### src/rtl/core/button_debounce_long_press_core_macros.svh
// ----------------------------------------------------------------------------
// button_debounce_long_press_core_macros
// Assertion helpers for the button debounce core.
// ----------------------------------------------------------------------------
`ifndef BUTTON_DEBOUNCE_LONG_PRESS_CORE_MACROS_SVH
`define BUTTON_DEBOUNCE_LONG_PRESS_CORE_MACROS_SVH

`ifndef SYNTHESIS

// Checked at every rising edge, including while reset is high
`define BDLP_ASSERT_ALWAYS(lbl, clk, prop) \
   lbl: assert property (@(posedge clk) prop) \
      else $error("bdlp assertion failed");

// Checked at every rising edge outside reset
`define BDLP_ASSERT(lbl, clk, rst, prop) \
   lbl: assert property (@(posedge clk) disable iff (rst) prop) \
      else $error("bdlp assertion failed");

`else

`define BDLP_ASSERT_ALWAYS(lbl, clk, prop)
`define BDLP_ASSERT(lbl, clk, rst, prop)

`endif

`endif

### src/rtl/core/bdlp_pkg.sv
// ----------------------------------------------------------------------------
// bdlp_pkg
// Widths, register indexes and reset values for the button debounce core.
// ----------------------------------------------------------------------------
`timescale 1ns / 1ps

package bdlp_pkg;

   localparam int TIME_WIDTH_DEFAULT = 24;

   localparam int RUN_W      = 4;
   localparam int TICK_W     = 10;
   localparam int HOLD_W     = 24;
   localparam int CSR_IDX_W  = 2;
   localparam int CSR_DATA_W = 24;

   localparam logic [CSR_IDX_W-1:0] REG_DEBOUNCE_COUNT = 2'd0;
   localparam logic [CSR_IDX_W-1:0] REG_TICK_MS        = 2'd1;
   localparam logic [CSR_IDX_W-1:0] REG_PROVISION_HOLD = 2'd2;
   localparam logic [CSR_IDX_W-1:0] REG_RESET_HOLD     = 2'd3;

   localparam logic [RUN_W-1:0]  DEBOUNCE_COUNT_RST = 4'd3;
   localparam logic [TICK_W-1:0] TICK_MS_RST        = 10'd10;
   localparam logic [HOLD_W-1:0] PROVISION_HOLD_RST = 24'd3000;
   localparam logic [HOLD_W-1:0] RESET_HOLD_RST     = 24'd10000;

endpackage

### src/rtl/core/button_debounce_long_press_core.sv
// Results are registered: one is valid in the cycle after its transaction is accepted.
// Throughput: one tick per cycle; the single update stage and the output
// register pass a new tick every cycle while results are taken.
// Reset (synchronous, active high) sets the registers to 3, 10, 3000, 10000
// and clears the debounce state, hold time, one-shot flags and output valid.
// ----------------------------------------------------------------------------
// button_debounce_long_press_core
// Debounces an active-low button level and flags provisioning and factory
// reset holds once per press.
// ----------------------------------------------------------------------------
`timescale 1ns / 1ps
`include "button_debounce_long_press_core_macros.svh"

module button_debounce_long_press_core
   import bdlp_pkg::*;
#(
   parameter int TIME_WIDTH = TIME_WIDTH_DEFAULT
) (
   input  logic                  clock,
   input  logic                  reset,
   input  logic                  req_valid,
   output logic                  req_ready,
   input  logic                  req_raw_level,
   output logic                  rsp_valid,
   input  logic                  rsp_ready,
   output logic                  rsp_pressed,
   output logic                  rsp_provision_event,
   output logic                  rsp_factory_event,
   input  logic                  csr_wr_en,
   input  logic [CSR_IDX_W-1:0]  csr_index,
   input  logic [CSR_DATA_W-1:0] csr_wr_data
);

   localparam int SUM_W = ((TIME_WIDTH > TICK_W) ? TIME_WIDTH : TICK_W) + 1;
   localparam int CMP_W = (TIME_WIDTH > HOLD_W) ? TIME_WIDTH : HOLD_W;
   localparam logic [TIME_WIDTH-1:0] TIME_MAX = {TIME_WIDTH{1'b1}};

   // configuration
   logic [RUN_W-1:0]  debounce_count_ff;
   logic [TICK_W-1:0] tick_ms_ff;
   logic [HOLD_W-1:0] provision_hold_ff;
   logic [HOLD_W-1:0] reset_hold_ff;

   // debounce state
   logic                  stable_ff, stable_in;
   logic                  prev_sample_ff, prev_sample_in;
   logic [RUN_W-1:0]      equal_run_ff, equal_run_in;
   logic [TIME_WIDTH-1:0] hold_ff, hold_in;
   logic                  prov_done_ff, prov_done_in;
   logic                  fact_done_ff, fact_done_in;

   // result register
   logic rsp_valid_ff;
   logic rsp_pressed_ff, rsp_prov_ff, rsp_fact_ff;
   logic prov_ev, fact_ev;

   logic             sample;
   logic             accept;
   logic [SUM_W-1:0] hold_sum;

   assign req_ready = !rsp_valid_ff || rsp_ready;
   assign accept    = req_valid && req_ready;
   assign sample    = !req_raw_level;
   assign hold_sum  = SUM_W'(hold_ff) + SUM_W'(tick_ms_ff);

   always_comb begin
      prev_sample_in = prev_sample_ff;
      equal_run_in   = equal_run_ff;
      stable_in      = stable_ff;
      hold_in        = hold_ff;
      prov_done_in   = prov_done_ff;
      fact_done_in   = fact_done_ff;
      prov_ev        = 1'b0;
      fact_ev        = 1'b0;

      if (sample == prev_sample_ff) begin
         if (equal_run_ff < debounce_count_ff) begin
            equal_run_in = equal_run_ff + 1'b1;
         end
      end else begin
         equal_run_in   = RUN_W'(1);
         prev_sample_in = sample;
      end

      // flip the debounced state and restart the press
      if (equal_run_in >= debounce_count_ff && stable_ff != sample) begin
         stable_in    = sample;
         hold_in      = '0;
         prov_done_in = 1'b0;
         fact_done_in = 1'b0;
      end

      if (stable_in) begin
         if (stable_ff == stable_in) begin
            hold_in = (hold_sum[SUM_W-1:TIME_WIDTH] != '0) ? TIME_MAX
                                                            : TIME_WIDTH'(hold_sum);
         end else begin
            hold_in = (TICK_W > TIME_WIDTH && (SUM_W'(tick_ms_ff) > SUM_W'(TIME_MAX)))
                      ? TIME_MAX : TIME_WIDTH'(tick_ms_ff);
         end
         if (!prov_done_in && CMP_W'(hold_in) >= CMP_W'(provision_hold_ff)) begin
            prov_ev      = 1'b1;
            prov_done_in = 1'b1;
         end
         if (!fact_done_in && CMP_W'(hold_in) >= CMP_W'(reset_hold_ff)) begin
            fact_ev      = 1'b1;
            fact_done_in = 1'b1;
         end
      end
   end

   always_ff @(posedge clock) begin
      if (reset) begin
         debounce_count_ff <= DEBOUNCE_COUNT_RST;
         tick_ms_ff        <= TICK_MS_RST;
         provision_hold_ff <= PROVISION_HOLD_RST;
         reset_hold_ff     <= RESET_HOLD_RST;
      end else if (csr_wr_en) begin
         unique case (csr_index)
            REG_DEBOUNCE_COUNT: debounce_count_ff <= csr_wr_data[RUN_W-1:0];
            REG_TICK_MS:        tick_ms_ff        <= csr_wr_data[TICK_W-1:0];
            REG_PROVISION_HOLD: provision_hold_ff <= csr_wr_data[HOLD_W-1:0];
            REG_RESET_HOLD:     reset_hold_ff     <= csr_wr_data[HOLD_W-1:0];
            default: ;
         endcase
      end
   end

   always_ff @(posedge clock) begin
      if (reset) begin
         stable_ff      <= 1'b0;
         prev_sample_ff <= 1'b0;
         equal_run_ff   <= '0;
         hold_ff        <= '0;
         prov_done_ff   <= 1'b0;
         fact_done_ff   <= 1'b0;
      end else if (accept) begin
         stable_ff      <= stable_in;
         prev_sample_ff <= prev_sample_in;
         equal_run_ff   <= equal_run_in;
         hold_ff        <= hold_in;
         prov_done_ff   <= prov_done_in;
         fact_done_ff   <= fact_done_in;
      end
   end

   always_ff @(posedge clock) begin
      if (reset) begin
         rsp_valid_ff <= 1'b0;
      end else if (accept) begin
         rsp_valid_ff <= 1'b1;
      end else if (rsp_ready) begin
         rsp_valid_ff <= 1'b0;
      end
   end

   // payload: load with each accepted transaction, hold otherwise
   always_ff @(posedge clock) begin
      if (accept) begin
         rsp_pressed_ff <= stable_in;
         rsp_prov_ff    <= prov_ev;
         rsp_fact_ff    <= fact_ev;
      end
   end

   assign rsp_valid           = rsp_valid_ff;
   assign rsp_pressed         = rsp_pressed_ff;
   assign rsp_provision_event = rsp_prov_ff;
   assign rsp_factory_event   = rsp_fact_ff;

   `BDLP_ASSERT(a_accept_gives_result, clock, reset, accept |=> rsp_valid_ff)
   `BDLP_ASSERT(a_prov_only_pressed, clock, reset, (rsp_valid_ff && rsp_prov_ff) |-> rsp_pressed_ff)
   `BDLP_ASSERT(a_fact_only_pressed, clock, reset, (rsp_valid_ff && rsp_fact_ff) |-> rsp_pressed_ff)
   `BDLP_ASSERT(a_released_no_hold, clock, reset, !stable_ff |-> (hold_ff == '0))
   `BDLP_ASSERT(a_flag_clears_on_flip, clock, reset, (!$past(reset) && $fell(prov_done_ff)) |-> (stable_ff != $past(stable_ff)))

endmodule
### config.mk
export PLATFORM = sky130hd
export DESIGN_NAME = button_debounce_long_press_core
export DESIGN_NICKNAME = d
export VERILOG_FILES = /design/src/rtl/core/bdlp_pkg.sv /design/src/rtl/core/button_debounce_long_press_core.sv
export VERILOG_INCLUDE_DIRS = /design/src /design/src/rtl/core
export SDC_FILE = /design/constraint.sdc
export NUM_CORES = 1
export LEC_CHECK = 0
export BUFFER_PORTS_ARGS = -buffer_cell sky130_fd_sc_hd__clkbuf_2
export CORE_ASPECT_RATIO = 1.4
export CORE_UTILIZATION = 48
export DETAILED_ROUTE_END_ITERATION = 8
export PLACE_DENSITY = 0.7
export SYNTH_ARGS = -nofsm -noshare
export SYNTH_HDL_FRONTEND = slang
export SYNTH_SLANG_ARGS = --single-unit
### constraint.sdc
create_clock -name clock -period 8.2 [get_ports clock]
set_input_delay 0.41 -clock clock [delete_from_list [all_inputs] [get_ports clock]]
set_output_delay 0.41 -clock clock [all_outputs]
set_load 0.005 [all_outputs]
==> results of run 1 <==
## per-stage QoR
| stage | power (mW) | cell area [um^2] | hold slack (ns) | instances | setup slack (ns) |
|---|---|---|---|---|---|
| 4_1_cts | 1.12 | 6840 | 0.292 | 968 | 3.19 |
| 5_1_grt | 1.17 | 6840 | 0.297 | 968 | 2.65 |
| 3_5_place_dp | 0.677 | 6520 | 0.447 | 952 | 3.19 |
| 6_report | 1.12 | 6840 | 0.295 | 968 | 3.17 |
| 2_1_floorplan | 0.625 | 6300 | 0.429 | 799 | 3.81 |
| 3_3_place_gp | 0.672 | 6520 | 0.444 | 952 | 3.38 |
## worst max-delay path, stage by stage (launching register included)
cell       delay, ns
dfxtp_1         0.31
inv_1           0.06
ha_1            0.31
a2111oi_2       0.30
or3_1           0.33
nand4_1         0.20
xor2_1          0.16
nor2_1          0.05
ha_1            0.27
a2111oi_4       0.43
or3_1           0.63
nor2_1          0.08
a31oi_1         0.28
ha_1            0.31
a21oi_1         0.18
nor3_1          0.06
a2111oi_0       0.32
o21ai_0         0.22
a21oi_1         0.19
a211oi_1        0.07
## kinds of logic (layout without fill, tap and decap cells)
logic type | after synthesis | count (layout) | share of synthesized area [%]
flops | 98 | 98 | 31.6
mux | 16 | 16 | 2.58
compound gates | 224 | 224 | 23.2
simple gates | 271 | 271 | 20.2
xor+xnor | 14 | 14 | 1.95
fa+ha+maj | 67 | 67 | 13.4
buf+inv | 109 | 125 | 6.94
## sequential cells by signal, indices dropped and copies added, names as in the netlist
name,flops
hold_ff,24
provision_hold_ff,24
reset_hold_ff,24
tick_ms_ff,10
debounce_count_ff,4
equal_run_ff,4
fact_done_ff,1
prev_sample_ff,1
prov_done_ff,1
rsp_factory_event,1
rsp_pressed,1
rsp_provision_event,1
rsp_valid,1
stable_ff,1
## layout by cell type, fill, tap and decap left out, types with 8 or more instances in the layout
cell type / n
ha_1: 66
a31oi_1: 17
clkbuf_16: 10
nand2b_1: 8
mux2i_1: 14
nand4_1: 11
a21oi_1: 87
and3_1: 9
dfxtp_1: 95
clkbuf_2: 36
nand2_1: 116
o21ai_0: 32
nand3_1: 16
inv_1: 69
a22o_1: 10
o211ai_1: 10
nor3_1: 16
nor2_1: 61
a211oi_1: 13
## how the worst max path moves through the flow
stage / cells past startpoint / end / slack [ns]
4_1_cts: 18 / rsp_factory_event$_SDFFCE_PN0P_ / 3.19
2_1_floorplan: 21 / rsp_factory_event$_SDFFCE_PN0P_ / 3.81
3_3_place_gp: 19 / rsp_factory_event$_SDFFCE_PN0P_ / 3.38
5_1_grt: 19 / rsp_factory_event$_SDFFCE_PN0P_ / 2.65
3_5_place_dp: 18 / rsp_factory_event$_SDFFCE_PN0P_ / 3.19
6_report: 19 / rsp_factory_event$_SDFFCE_PN0P_ / 3.17
## power breakdown
part / leakage, nW / internal (mW) / switching [mW]
clock: 0.152 / 0.264 / 0.187
combinational: 1.95 / 0.0615 / 0.104
sequential: 0.802 / 0.493 / 0.00979
total: 2.91 / 0.819 / 0.301
## final cells by class
| cell class | count | area (um^2) |
|---|---|---|
| fillers | 1187 | 5970 |
| multi-input cells | 592 | 3870 |
| flip-flops and latches | 98 | 1990 |
| clock buffers | 13 | 272 |
| inverters | 70 | 263 |
| repair buffers | 39 | 203 |
| well taps | 153 | 191 |
| clock inverters | 3 | 43.8 |
## per-layer routing
metal	global-route usage (%)	vias up	routed length, um
met5	0	-	0
li1	-	2849	-
met3	3.55	51	744
met4	13.6	0	703
met2	45.5	192	8310
met1	30.2	2702	7100
==> flow_summary.toml, run 1 <==
[status]
outcome = "finished, final reports clean"

[sta]
finalSetupTns_ns = 0
period_share_pct = 61.4
finalSetupViolations = 0
tightest_slew_ns = 1.09
relSlewSlack_pct = 27.0
maxSlewViolCount = 0
hold_viol_final = 0
rsz0062_at_grt = "false"
clock.fmax_mhz = 199
min_period_ns = 5.03
skew_ns = 0.00891

[detailed_routing]
drt_iter0_markers = 364
via_count = 5794
wire_per_inst_um = 17.4
routed_wirelength_mm = 16.9
via_per_inst = 5.99
ant_nets = 0
drt_first_pass_iters = 5
drcViolationCount = 0

[floorplan]
start_util_pct = 49.1
rows = 49
core_um2 = 12800
chipWidth_um = 98.8
die-area_um2 = 13600
pin_count = 37
die-height_um = 138

[logic_synthesis]
syn_area_um2 = 6300
synth_nets = 898
ys_seq_area_share_pct = 31.6
ys_warn_count = 0
synthArstFlopShare_pct = 0
synth.most_common_cell = "nand2_1"
synth_cell_types = 73
synth.avg_cell_area_um2 = 7.88
yosysTopAreaCell = "dfxtp_1"
synth_edf_count = 3
synth_area_leaders = "dfxtp_1 (30%), ha_1 (13%), a21oi_1 (6.9%), nand2_1 (6.9%), inv_1 (4.1%)"
synth_seq_cells = 98
synth_top_area_share_pct = 30.2
synthTopCellsByCount = "nand2_1 (116), dfxtp_1 (95), a21oi_1 (87)"
syn-instance-count = 799
synthFlopType = "dfxtp_1"

[worst_setup_path]
crit_required_ns = 8.27
cp_max_fo = 19
critical_path_arrival_ns = 5.10
reg2reg_depth = 19
crit_path_end_kind = "register"
timing.rr.end = "rsp_factory_event$_SDFFCE_PN0P_"
r2r_start = "debounce_count_ff[1]$_SDFFE_PP1P_"
worstSetupPathType = "reg2reg"
regToRegSetupSlack_ns = 3.17
crit_start = "debounce_count_ff[1]$_SDFFE_PP1P_"
startpoint_type = "register"

[placed_design]
place_congestion = 0.939
hpwl_mm = 12.4
port_buffers = 36

[global_route]
antenna_found_initial = 0
grt_pass1_vias = 5560
grt_usage_pct = 25.7
overflow = 0
grt_pass1_wl_mm = 27.4
grt_max_degree = 62

[clocking]
clk_pin_slew_ns = 0.07
cts.path.max_buffers = 2
cts_setup_buffers = 0
clock_latency_ns = 0.34
cts_made_buffers = 9
post_cts_resized = 0
clock-sinks = 98
hold_buffers = 0
cts_tree = "yes"
cts_root_buf = "clkbuf_16"
cts_max_level = 3

[cells_and_area]
area_growth_pct = 8.62
layout-drive-gt1-share_pct = 9.20
postLayoutCoreUtil_pct = 53.4
diodes = 0
final_nets = 909

[pwr]
power_leakage_nw = 2.91
vdd_drop_max_v = 0.000137
power_density_nw_per_um2 = 164

[min_path]
worstHoldPathCells = 3
min_from = "csr_wr_data[11]"
whs_endpoint = "reset_hold_ff[11]$_SDFFE_PP0P_"
hold_path.class = "in2reg"

[flow_run]
cap_viol_max_count = 0
(Power assumes the default switching activity.)
==> inputs of run 2 (changes only) <==
--- a/config.mk
+++ b/config.mk
@@ -6,11 +6,12 @@
 export SDC_FILE = /design/constraint.sdc
 export NUM_CORES = 1
 export LEC_CHECK = 0
+export ABC_AREA = 1
 export BUFFER_PORTS_ARGS = -buffer_cell sky130_fd_sc_hd__clkbuf_2
 export CORE_ASPECT_RATIO = 1.4
 export CORE_UTILIZATION = 48
 export DETAILED_ROUTE_END_ITERATION = 8
-export PLACE_DENSITY = 0.7
+export PLACE_DENSITY = 0.73
 export SYNTH_ARGS = -nofsm -noshare
 export SYNTH_HDL_FRONTEND = slang
 export SYNTH_SLANG_ARGS = --single-unit
==> constraint.sdc (replaced) <==
create_clock -name clock -period 4.12 [get_ports clock]
set_input_delay 0.206 -clock clock [delete_from_list [all_inputs] [get_ports clock]]
set_output_delay 0.206 -clock clock [all_outputs]
set_load 0.005 [all_outputs]
==> flow_summary.toml, run 2 <==
[status]
outcome = "finished, final reports clean"

[worst_setup_path]
crit_required_ns = 4.21
cp_slowest_stage_delay_ns = 0.31
cp_common_cell = "nand2_1"
worstSetupPathType = "reg2reg"
critical_path_arrival_ns = 4.02
startpoint_type = "register"
cpMaxStageDelayCell = "dfxtp_1"
crit_path_end_kind = "register"
cp_max_fo = 19

[cells_and_area]
reg.largest.list = "hold_ff x24, provision_hold_ff x24, reset_hold_ff x24"
most-common-layout-cells = "nand2_1 (175), inv_1 (143), a21oi_1 (106), dfxtp_1 (95), nand3_1 (93)"
final_common_cell = "nand2_1"
final_nets = 1062
layout-drive-gt1-share_pct = 12.1
diodes = 0
stdcell_count = 1146
area_growth_pct = 12.3
fin_area_um2 = 7220

[clocking]
cts_made_buffers = 9
cts_tree = "yes"
cts_max_level = 3
cts_root_buf = "clkbuf_16"
clock_latency_ns = 0.34
clock-sinks = 98
clk_pin_slew_ns = 0.07
cts.path.max_buffers = 2

[global_route]
antenna_found_initial = 0
grt_pass1_vias = 5591
grt_pass1_wl_mm = 26.1
grt_max_degree = 39
grt_usage_pct = 23.5
overflow = 0

[sta]
hold_viol_final = 0
timing.hold.ws_ns = 0.110
period_share_pct = 95.3
relSlewSlack_pct = 37.8
finalSetupViolations = 0
rsz0062_at_grt = "true"
skew_ns = 0.00990
tightest_slew_ns = 0.931
finalSetupTns_ns = 0
min_period_ns = 3.93
maxSlewViolCount = 0
clock.fmax_mhz = 255

[logic_synthesis]
yosysTopAreaCell = "dfxtp_1"
synth_edf_count = 3
ys_seq_area_share_pct = 31.0
synth_cell_types = 36
synthFlopType = "dfxtp_1"
synthArstFlopShare_pct = 0
synth_area_leaders = "dfxtp_1 (30%), ha_1 (13%), nand2_1 (10%), a21oi_1 (8.6%), inv_1 (8.5%)"
syn_area_um2 = 6430
synthTopCellsByCount = "nand2_1 (177), inv_1 (146), a21oi_1 (111)"
ys_warn_count = 0
synth.most_common_cell = "nand2_1"
synth_nets = 1030
synth_seq_cells = 98
syn-instance-count = 931
synth.avg_cell_area_um2 = 6.90
synth_top_area_share_pct = 29.6

[placed_design]
dpl_cell_area_um2 = 6750
placedCellCount = 1121
port_buffers = 36
place_congestion = 0.877
hpwl_mm = 12.2

[floorplan]
die-height_um = 139
core_um2 = 12900
chipWidth_um = 99.8
pin_count = 37
start_util_pct = 49.7
rows = 49
die-area_um2 = 13900

[flow_run]
cap_viol_max_count = 0

[pwr]
power_density_nw_per_um2 = 365
vdd_drop_max_v = 0.000267
power_leakage_nw = 3.48

[min_path]
hold_path.class = "in2reg"

[detailed_routing]
routed_wirelength_mm = 16.5
via_count = 6137
drt_iter0_markers = 378
drcViolationCount = 0
wire_per_inst_um = 14.4
via_per_inst = 5.36
drt_first_pass_iters = 6
ant_nets = 0
-- run 2: changes by cell type after synthesis, moves of 13 or more --
| cell | previous run | this run |
|---|---|---|
| a31oi_1 | 17 | 2 |
| a211oi_1 | 13 | 0 |
| nand3_1 | 16 | 94 |
| inv_1 | 69 | 146 |
| mux2i_1 | 14 | 0 |
| a21oi_1 | 87 | 111 |
| nand2_1 | 116 | 177 |
| o21ai_0 | 32 | 68 |
| nor2_1 | 62 | 44 |
-- run 2: worst max-delay path, delay by kind of cell, from the launching register on --
kind	cells	cell delay (ns)
flip-flops	1	0.31
adder cells (fa/ha/maj)	3	0.77
buffers and inverters	5	0.54
AND/OR/NAND/NOR	11	1.18
AO/OA/AOI/OAI	7	0.88
-- run 2: layer usage --
metal | up-vias | wire (um) | GRT usage, %
met5 | - | 0 | 0
met4 | 0 | 452 | 9.21
met3 | 34 | 541 | 2.82
met2 | 145 | 8330 | 42.4
met1 | 2825 | 7150 | 28.0
li1 | 3133 | - | -
-- run 2: logic make-up after synthesis --
family,count (synthesis),share of synthesized area (%)
AND/OR/NAND/NOR,371,26.6
AO/OA/AOI/OAI,204,16.9
buffers and inverters,182,11.1
flip-flops,98,31.0
adder cells (fa/ha/maj),67,13.2
XOR/XNOR,9,1.23
-- run 2: repair_timing --
item                       in CTS  in global routing
buffers inserted                0                  8
gates resized for setup         0                 29
hold endpoints to repair        0                  0
setup endpoints to repair       0                  4
hold buffers                    0                  0
-- run 2: metrics by stage --
stage / util, % / power, mW / worst slack, ns
finish: 55.8 / 2.63 / 0.194
global route: 55.8 / 2.79 / -0.0896
CTS: 54.4 / 2.53 / 0.0748
detailed placement: 52.2 / 1.74 / 0.0837
global placement: 52.2 / 1.73 / 0.176
floorplan: - / 1.56 / 0.536
-- run 2: cell type report --
class	count	area, um^2
Sequential cell	98	1990
Clock buffer	10	239
Fill cell	1260	5720
Tap cell	178	223
Inverter	149	563
Multi-Input combinational cell	651	3810
Clock inverter	6	42.5
Timing Repair Buffer	54	355
-- run 2: final timing paths --
kind                                                    startpoint                                 end  slack (ns)  depth (start not counted)
worst max-delay path             debounce_count_ff[1]$_SDFFE_PP1P_   rsp_provision_event$_SDFFCE_PN0P_        0.19                         26
worst min-delay path                               csr_wr_data[10]      reset_hold_ff[10]$_SDFFE_PP1P_        0.11                          3
worst max register to register   debounce_count_ff[1]$_SDFFE_PP1P_   rsp_provision_event$_SDFFCE_PN0P_        0.19                         26
worst min register to register  provision_hold_ff[22]$_SDFFE_PP0P_  provision_hold_ff[22]$_SDFFE_PP0P_        0.46                          2
-- run 2: power breakdown --
group          switching [mW]  internal, mW
logic                   0.500         0.306
clock network           0.369         0.426
registers              0.0263          1.01
==> inputs of run 3 (changes only) <==
--- a/config.mk
+++ b/config.mk
@@ -12,6 +12,7 @@
 export CORE_UTILIZATION = 48
 export DETAILED_ROUTE_END_ITERATION = 8
 export PLACE_DENSITY = 0.73
+export RECOVER_POWER = 25
 export SYNTH_ARGS = -nofsm -noshare
 export SYNTH_HDL_FRONTEND = slang
 export SYNTH_SLANG_ARGS = --single-unit
==> constraint.sdc (replaced) <==
create_clock -name clock -period 4.12 [get_ports clock]
set_input_delay 0.206 -clock clock [delete_from_list [all_inputs] [get_ports clock]]
set_output_delay 0.206 -clock clock [all_outputs]
set_load 0.02 [all_outputs]
==> flow_summary.toml, run 3 (synthesis results as in run 2) <==
[cells_and_area]
final_common_cell = "nand2_1"
most-common-layout-cells = "nand2_1 (175), inv_1 (143), a21oi_1 (106), dfxtp_1 (95), nand3_1 (93)"
area_growth_pct = 12.2
layout-drive-gt1-share_pct = 11.6
final_nets = 1062
diodes = 0
stdcell_count = 1146
reg.largest.list = "hold_ff x24, provision_hold_ff x24, reset_hold_ff x24"
fin_area_um2 = 7210
fillers = 1265

[detailed_routing]
via_count = 6163
drcViolationCount = 0
ant_nets = 0
drt_iter0_markers = 375
drt_first_pass_iters = 5
wire_per_inst_um = 14.4
via_per_inst = 5.38
routed_wirelength_mm = 16.5

[global_route]
grt_usage_pct = 23.5
grt_pass1_wl_mm = 26.1
grt_max_degree = 39
antenna_found_initial = 0
overflow = 0
grt_pass1_vias = 5591

[floorplan]
die-area_um2 = 13900
chipWidth_um = 99.8
die-height_um = 139
pin_count = 37
core_um2 = 12900
start_util_pct = 49.7
rows = 49

[worst_setup_path]
crit_path_end_kind = "register"
cp_max_fo = 19
crit_required_ns = 4.21
critical_path_arrival_ns = 4.03
regToRegSetupSlack_ns = 0.18
startpoint_type = "register"
worstSetupPathType = "reg2reg"

[status]
outcome = "finished, final reports clean"

[clocking]
cts_made_buffers = 9
cts_tree = "yes"
cts_max_level = 3
clk_pin_slew_ns = 0.07
clock-sinks = 98
clock_latency_ns = 0.34
cts.path.max_buffers = 2
cts_root_buf = "clkbuf_16"

[sta]
period_share_pct = 95.6
maxSlewViolCount = 0
tightest_slew_ns = 0.931
skew_ns = 0.00878
clock.fmax_mhz = 254
min_period_ns = 3.94
rsz0062_at_grt = "true"
finalSetupViolations = 0
relSlewSlack_pct = 37.8
hold_viol_final = 0

[placed_design]
port_buffers = 36
placedCellCount = 1121
dpl_cell_area_um2 = 6750
hpwl_mm = 12.2
place_congestion = 0.877

[pwr]
power_leakage_nw = 3.47
vdd_drop_max_v = 0.000266
power_density_nw_per_um2 = 366

[flow_run]
cap_viol_max_count = 0

[min_path]
hold_path.class = "in2reg"
[run 3: critical path, cell delays in order, from the launching register on]
cell and delay (ns):
dfxtp_1 0.41, ha_1 0.25, a21boi_1 0.12, o211ai_1 0.15, nand2_1 0.12, o21ai_1 0.13
nor2_1 0.08, ha_1 0.30, inv_1 0.04, o21bai_1 0.14, nand3_1 0.13, nand3_2 0.12
nand2_4 0.08, buf_4 0.18, clkbuf_16 0.18, or2_2 0.27, nand2_1 0.06, inv_1 0.07
ha_1 0.19, a21oi_1 0.17, o21a_1 0.13, nand2_1 0.05, nand2_1 0.06, nand4_1 0.12
nand2_1 0.09, a21oi_1 0.04
[run 3: final cells by class]
type                    count  area [um^2]  share of cell area (%)
well taps                 178          223                    3.09
repair buffers             54          349                    4.84
flip-flops and latches     98         1990                    27.6
multi-input cells         651         3810                    52.8
inverters                 149          563                    7.80
clock inverters             6         42.5                   0.590
clock buffers              10          239                    3.31
[run 3: path summary, 6_finish.rpt]
kind	start	to	depth (start not counted)
hold reg to reg	provision_hold_ff[22]$_SDFFE_PP0P_	provision_hold_ff[22]$_SDFFE_PP0P_	2
hold / removal	csr_wr_data[10]	reset_hold_ff[10]$_SDFFE_PP1P_	3
setup reg to reg	equal_run_ff[1]$_SDFFE_PP0P_	rsp_provision_event$_SDFFCE_PN0P_	25
setup / recovery	equal_run_ff[1]$_SDFFE_PP0P_	rsp_provision_event$_SDFFCE_PN0P_	25
[run 3: where the power goes]
part           internal [mW]  total, mW  switching, mW
clock network          0.426      0.795          0.369
registers               1.01       1.03         0.0264
logic                  0.305      0.810          0.505
total                   1.74       2.64          0.901
[run 3: timing repair]
action / CTS / global route
buffers inserted: 0 / 8
gates resized for setup: 0 / 29
hold buffers: 0 / 0
setup endpoints to repair: 0 / 4
[run 3: metrics by stage]
step	setup WS, ns	util (%)	hold slack [ns]	TNS [ns]	power (mW)
floorplan	0.536	-	0.296	0	1.57
global placement	0.176	52.2	0.450	0	1.73
detailed placement	0.0837	52.2	0.452	0	1.75
CTS	0.0748	54.4	0.102	0	2.53
global route	-0.0896	55.8	0.114	-0.224	2.79
finish	0.180	55.8	0.110	0	2.64
[run 3: per-layer routing]
layer | vias to the layer above | global-route usage, % | wire length, um
met5 | - | 0 | 0
met4 | 0 | 9.21 | 456
met3 | 37 | 2.82 | 619
met2 | 159 | 42.4 | 8330
met1 | 2835 | 28.0 | 7100
li1 | 3132 | - | -
